### src/rtl/core/ckct_pkg.sv
package ckct_pkg;

  localparam int XY_W    = 16;
  localparam int COLOR_W = 31;
  localparam int FUNC_W  = 2;

  typedef enum logic [FUNC_W-1:0] {
    FUNC_GET    = 2'd0,
    FUNC_SET    = 2'd1,
    FUNC_REMOVE = 2'd2,
    FUNC_NOP    = 2'd3   // unused code, answered as a no-op
  } func_e;

  // Search token that walks the cell chain, one cell per cycle
  typedef struct packed {
    logic               vld;
    logic               hit;
    logic [COLOR_W-1:0] color;       // color of the matching entry
    logic [COLOR_W-1:0] last_color;  // color of the last filled entry
  } tok_t;

  // Broadcast command from the controller to every cell
  typedef struct packed {
    logic clr;      // drop the match marks of the previous search
    logic we;       // write one entry this cycle
    logic use_sel;  // 1: write the marked entry, 0: write the entry at count
  } cmd_t;

endpackage

### src/rtl/core/ckct_cell.sv
module ckct_cell #(
  parameter int IDX        = 0,
  parameter int COORD_BITS = 16,
  parameter int CNT_W      = 7
) (
  input  logic                         clk_i,
  input  logic                         rst_ni,
  input  logic [CNT_W-1:0]             count_i,
  input  logic [COORD_BITS-1:0]        key_x_i,
  input  logic [COORD_BITS-1:0]        key_y_i,
  input  ckct_pkg::cmd_t               cmd_i,
  input  logic [COORD_BITS-1:0]        wr_x_i,
  input  logic [COORD_BITS-1:0]        wr_y_i,
  input  logic [ckct_pkg::COLOR_W-1:0] wr_color_i,
  input  ckct_pkg::tok_t               tok_i,
  input  logic [COORD_BITS-1:0]        last_x_i,
  input  logic [COORD_BITS-1:0]        last_y_i,
  output ckct_pkg::tok_t               tok_o,
  output logic [COORD_BITS-1:0]        last_x_o,
  output logic [COORD_BITS-1:0]        last_y_o
);
  import ckct_pkg::*;

  logic [COORD_BITS-1:0] ex_q, ey_q;
  logic [COLOR_W-1:0]    ec_q;
  logic                  sel_q, sel_d;
  tok_t                  tok_q, tok_d;
  logic [COORD_BITS-1:0] lx_q, ly_q, lx_d, ly_d;
  logic                  live, is_last, match, we;

  // entries at or beyond the fill count are never compared or read
  assign live    = CNT_W'(IDX) < count_i;
  assign is_last = CNT_W'(IDX + 1) == count_i;
  assign match   = tok_i.vld && live && (ex_q == key_x_i) && (ey_q == key_y_i);
  assign we      = cmd_i.we && (cmd_i.use_sel ? sel_q : (CNT_W'(IDX) == count_i));

  always_comb begin
    tok_d = tok_i;
    lx_d  = last_x_i;
    ly_d  = last_y_i;
    if (match) begin
      tok_d.hit   = 1'b1;
      tok_d.color = ec_q;
    end
    if (tok_i.vld && is_last) begin
      tok_d.last_color = ec_q;
      lx_d             = ex_q;
      ly_d             = ey_q;
    end
    sel_d = cmd_i.clr ? 1'b0 : (sel_q | match);
  end

  always_ff @(posedge clk_i or negedge rst_ni) begin
    if (!rst_ni) begin
      sel_q <= 1'b0;
      tok_q <= '0;
    end else begin
      sel_q <= sel_d;
      tok_q <= tok_d;
    end
  end

  always_ff @(posedge clk_i) begin
    lx_q <= lx_d;
    ly_q <= ly_d;
    if (we) begin
      ex_q <= wr_x_i;
      ey_q <= wr_y_i;
      ec_q <= wr_color_i;
    end
  end

  assign tok_o    = tok_q;
  assign last_x_o = lx_q;
  assign last_y_o = ly_q;

endmodule

### config.mk
export PLATFORM = sky130hd
export DESIGN_NAME = ckct_cell
export DESIGN_NICKNAME = d
export VERILOG_FILES = /design/src/rtl/core/ckct_pkg.sv /design/src/rtl/core/ckct_cell.sv
export SDC_FILE = /design/constraint.sdc
export NUM_CORES = 1
export LEC_CHECK = 0
export BUFFER_PORTS_ARGS = -buffer_cell sky130_fd_sc_hd__buf_2
export CORE_MARGIN = 5
export CORE_UTILIZATION = 50
export CTS_BUF_LIST = sky130_fd_sc_hd__clkbuf_2 sky130_fd_sc_hd__clkbuf_4 sky130_fd_sc_hd__clkbuf_8
export CTS_CLUSTER_SIZE = 40
export DETAILED_ROUTE_END_ITERATION = 10
export PLACE_DENSITY_LB_ADDON = 0.12
export SLEW_MARGIN = 0
export SYNTH_ARGS = -nofsm -noshare
export SYNTH_HDL_FRONTEND = slang
export SYNTH_SLANG_ARGS = --single-unit
### constraint.sdc
create_clock -name clk_i -period 6.54 [get_ports clk_i]
set_input_delay 0.327 -clock clk_i [delete_from_list [all_inputs] [get_ports clk_i]]
set_output_delay 0.327 -clock clk_i [all_outputs]
set_load 0.02 [all_outputs]
After elaboration in Yosys (flattened, before gate mapping)

Cells that the tools add are included.

Reductions and logical operators: 6
$lt $le $gt $ge: 1
Muxes and demuxes: 6
Bitwise gates (word level): 1
Eq/ne operators: 3

Operators by type and width:

| operator             | number |
|---|---|
| $eq A16 B16 Y1       | 2 |
| $mux W16             | 2 |
| $mux W32             | 1 |
| $mux W31             | 1 |
| $eq A1 B7 Y1 const A | 1 |
| $logic_not A7 Y1     | 1 |
| $lt A1 B7 Y1 const A | 1 |
| $logic_and A1 B1 Y1  | 5 |
| $mux W1              | 2 |
| $or A1 B1 Y1         | 1 |

Bits in registers: 160
Logic and storage cells: 27
Output and inout bits: 96
Bits of input ports: 203

Logic depth before layout (Yosys ltp)

Word-level depth: 6
Gate-level depth with buffers: 6
Mapped depth without buffers: 5

Least setup slack after synthesis

Ideal clock, no wire load.

Path kind: input to register
From: input count_i[5]
To: register ec_q[0] (enable)
Required time: 6113 ps
Stages on the path: 4
Setup slack: 3378 ps
Library setup time: 427 ps
Data arrival time: 2735 ps
Buffers on the path: 0
Cells stage by stage: or4_4 > nor4_4 > mux2_2 > and2_1

Cells in the longest elaborated chain, start to end: 3

Ends and longest elaborated chain:

| element              | RTL line        | source |
|---|---|---|
| start, declared      | ckct_cell.sv:8  | `input logic [CNT_W-1:0] count_i,` |
| $logic_not A7 Y1     | ckct_cell.sv:35 | `assign we = cmd_i.we && (cmd_i.use_sel ? sel_q : (CNT_W'(IDX) == count_i));` |
| $mux W1              | ckct_cell.sv:35 |  |
| $logic_and A1 B1 Y1  | ckct_cell.sv:35 |  |
| named net we         | ckct_cell.sv:29 | `logic live, is_last, match, we;` |
| end signal, assigned | ckct_cell.sv:69 | `ec_q <= wr_color_i;` |
| end, declared        | ckct_cell.sv:25 | `logic [COLOR_W-1:0] ec_q;` |

The timed path passes the listed nets, and every way through them passes these cells.
A chain may end at the register's enable or synchronous reset.

==> impl_summary.log <==
INFO  metric critical-path-max-stage-delay = 0.51 ns
INFO  metric status = complete, no violations
INFO  metric timing_worst_slew_pin_value = 0.8080 ns
INFO  metric aggregate_global_routing_overflow = 0
INFO  metric syn_avg_cell_area = 18.59 sq um
INFO  metric die_x = 118.4 microns
INFO  metric instances_no_fill = 784
INFO  metric synth_flop_cell = sky130_fd_sc_hd__dfrtp_1
INFO  metric peakVddDrop = 150.8 uV
INFO  metric grt_pass1_wl = 22870 microns
INFO  metric cts_resized = 0
INFO  metric floorplan.core_area = 11470 sq um
INFO  metric first_global_vias = 4262
INFO  metric cts.clk_slew.worst_paths = 0.08 ns
INFO  metric nature_of_the_critical_path_endpoint = flip-flop
INFO  metric gp_routability_congestion = 0.7870
INFO  metric cts.path.max_buffers = 2
INFO  metric number_of_synthesized_flops_with_an_enable_pin = 63
INFO  metric synth.net_count = 519
INFO  metric synthMostInstantiatedCell = sky130_fd_sc_hd__dfrtp_1
INFO  metric clock_h_tree_levels = 4
INFO  metric place.detailed.instances = 751
INFO  metric timing.critical_path.arrival = 2.81 ns
INFO  metric worst_skew_pair.late_latency = 0.44 ns
INFO  metric clock_tree.root_cell = sky130_fd_sc_hd__clkbuf_8
INFO  metric crit_buf_inv = 0
INFO  metric initial_core_util = 0.5122
INFO  metric route.detailed.vias_per_inst = 4.852
INFO  metric setup_viol = 0
INFO  metric finalHoldViolations = 0
INFO  metric nNetsFinal = 830
INFO  metric synth_async_sr_flop_share = 0.4063
INFO  metric yosys-top-cells-count = sky130_fd_sc_hd__dfrtp_1, sky130_fd_sc_hd__edfxtp_1, sky130_fd_sc_hd__mux2_2
INFO  metric cts.repair_timing.setup_buffer_count = 0
INFO  metric drt-wirelength-per-cell = 19.23 microns
INFO  metric synth.cell_area = 5873 sq um
INFO  metric detailroute.via_count = 3804
INFO  metric design.portCount = 299
INFO  metric yosys-top-cells-area = sky130_fd_sc_hd__edfxtp_1, sky130_fd_sc_hd__dfrtp_1, sky130_fd_sc_hd__mux2_2
INFO  metric holdBufCountCts = 0
INFO  metric type_of_origin_of_the_critical_path = flip-flop
INFO  metric dr.pass1.iters = 4
INFO  metric drcViolationCount = 0
INFO  metric areaGrowthSynthToFinish = 34.28%
INFO  metric grt_max_degree = 66
INFO  metric timing.critical_path.fanout_max = 33
INFO  metric cellPowerDensity = 252.5 nW/um^2
INFO  metric totalNegativeSetupSlack = 0 ns
INFO  metric num_rows = 39
INFO  metric netlist.top_cell.by_area = sky130_fd_sc_hd__edfxtp_1
INFO  metric grt_util_all_layers = 0.2151
INFO  metric hold_slack = 0.03635 ns
INFO  metric wl = 15070 microns
INFO  metric cts_tree = built
INFO  metric grt_antenna_before_repair = 1
INFO  metric setup.worst_path.class = flip-flop to flip-flop
INFO  metric cts-buffers-inserted = 17
INFO  metric finalCritPeriodShare = 0.3813
INFO  metric fp.dieH = 118.4 microns
INFO  metric path_cells = xor2_1 > nor4_1 > and3_1 > nand3_4 > mux2_4
INFO  metric cp.required = 6.85 ns
INFO  metric synthesized_instance_count = 316
INFO  metric p_leak = 0.003611 uW
INFO  metric setup_repair_after_global_routing_missed_its_margin = no
INFO  metric fp.dieArea = 14010 sq um
INFO  metric yosysUniqueCellTypes = 25
INFO  metric drt.antenna.violating_nets = 0
INFO  metric netlist.area_leader.share = 0.3221
INFO  metric initialDrtViolationCount = 169
INFO  metric max_slew_margin = 0.4613
INFO  metric synthesis.yosys.warnings = 0
INFO  metric slew_violations = 0
INFO  metric critical_path.top_delay_family = simple AND/OR/NAND/NOR gates
INFO  metric max_cap_viol_count = 0
INFO  metric crit_path_top_delay_cell = sky130_fd_sc_hd__mux2_4
INFO  metric min_period = 2.493 ns
INFO  metric ys_ff_latch = 160
INFO  metric post-dp-hpwl = 11770 microns
INFO  metric portBuffers = 298
INFO  metric achievable-frequency = 0.4011 GHz
INFO  metric layout-drive-gt1-share = 0.6688
INFO  metric yosysSeqAreaShare = 0.7081
INFO  metric finalClockSkew = 0.01146 ns
INFO  metric clock_sinks = 160
INFO  metric hold_path_class = input port to flip-flop
layer usage:
| layer | vias to the layer above | track usage | wire length (microns) |
|---|---|---|---|
| li1 | 1759 | - | - |
| met2 | 205 | 0.3808 | 8059 |
| met5 | - | 0 | 0 |
| met4 | 0 | 0.08363 | 343 |
| met3 | 25 | 0.08262 | 1458 |
| met1 | 1815 | 0.2321 | 5211 |
layout by cell type, fill, tap and decap left out, drive strengths merged, types with 2 or more instances in the layout:
master  synthesis  layout
clkinv          0       3
bufinv          0       2
nor4            4       4
xnor2          28      28
clkbuf          0      26
edfxtp         63      63
buf             9     301
xor2            4       4
dfrtp          65      65
dfxtp          32      32
nand3           2       2
mux2           95      95
nand4           6       6
kinds of logic (layout without fill, tap and decap cells):
kind of cell,Yosys count,count (layout),share of synthesized area
flops,160,160,0.7081
other cells,0,1,0
compound gates,1,1,0.0008513
simple gates,18,18,0.02812
mux,95,95,0.2000
xor+xnor,32,32,0.04772
buf+inv,10,334,0.01512
final cells by class:
class	instances	area, sq um
Fill cell	847	3581
Timing Repair Buffer	301	1514
Inverter	1	3.754
Clock buffer	26	320.3
Tap cell	143	178.9
Sequential cell	160	4159
Antenna cell	1	2.502
Multi-Input combinational cell	146	1627
Clock inverter	6	81.33
state kept, by name (all words and copies together), names as in the netlist:
| name | count |
|---|---|
| ec_q | 31 |
| ex_q | 16 |
| ey_q | 16 |
| last_x_o | 16 |
| last_y_o | 16 |
| sel_q | 1 |
| tok_o | 64 |
power by group:
group          total (uW)  internal, uW  leakage (uW)  switching (uW)
Combinational         192          96.8       0.00181            95.5
Sequential           1080          1070       0.00160            9.04
Clock                 719           393      0.000209             326
Total                1990          1560       0.00361             430
worst paths after layout:
check / from / to / slack [ns] / cells after the start
max: ex_q[8] / tok_o[41] / 4.05 / 5
min reg2reg: ec_q[1] / tok_o[1] / 0.51 / 1
min: cmd_i[2] / sel_q / 0.04 / 2
max reg2reg: ex_q[8] / tok_o[41] / 4.05 / 5
min in group asynchronous: rst_ni / tok_o[56] / 0.06 / 2
max in group asynchronous: rst_ni / tok_o[43] / 5.95 / 2
through the flow:
step                      utilization  total power [uW]  setup slack, ns  instance area (sq um)
final                          0.6877              1992            4.047                   7886
after global routing           0.6877              2078            3.932                   7886
after CTS                      0.6875              2013            4.008                   7884
after detailed placement       0.6525              1297            3.712                   7482
after global placement         0.6525              1292            3.780                   7482
after floorplan                     -              1185            3.378                   5873
No activity file was read; power rests on OpenSTA's default activity.
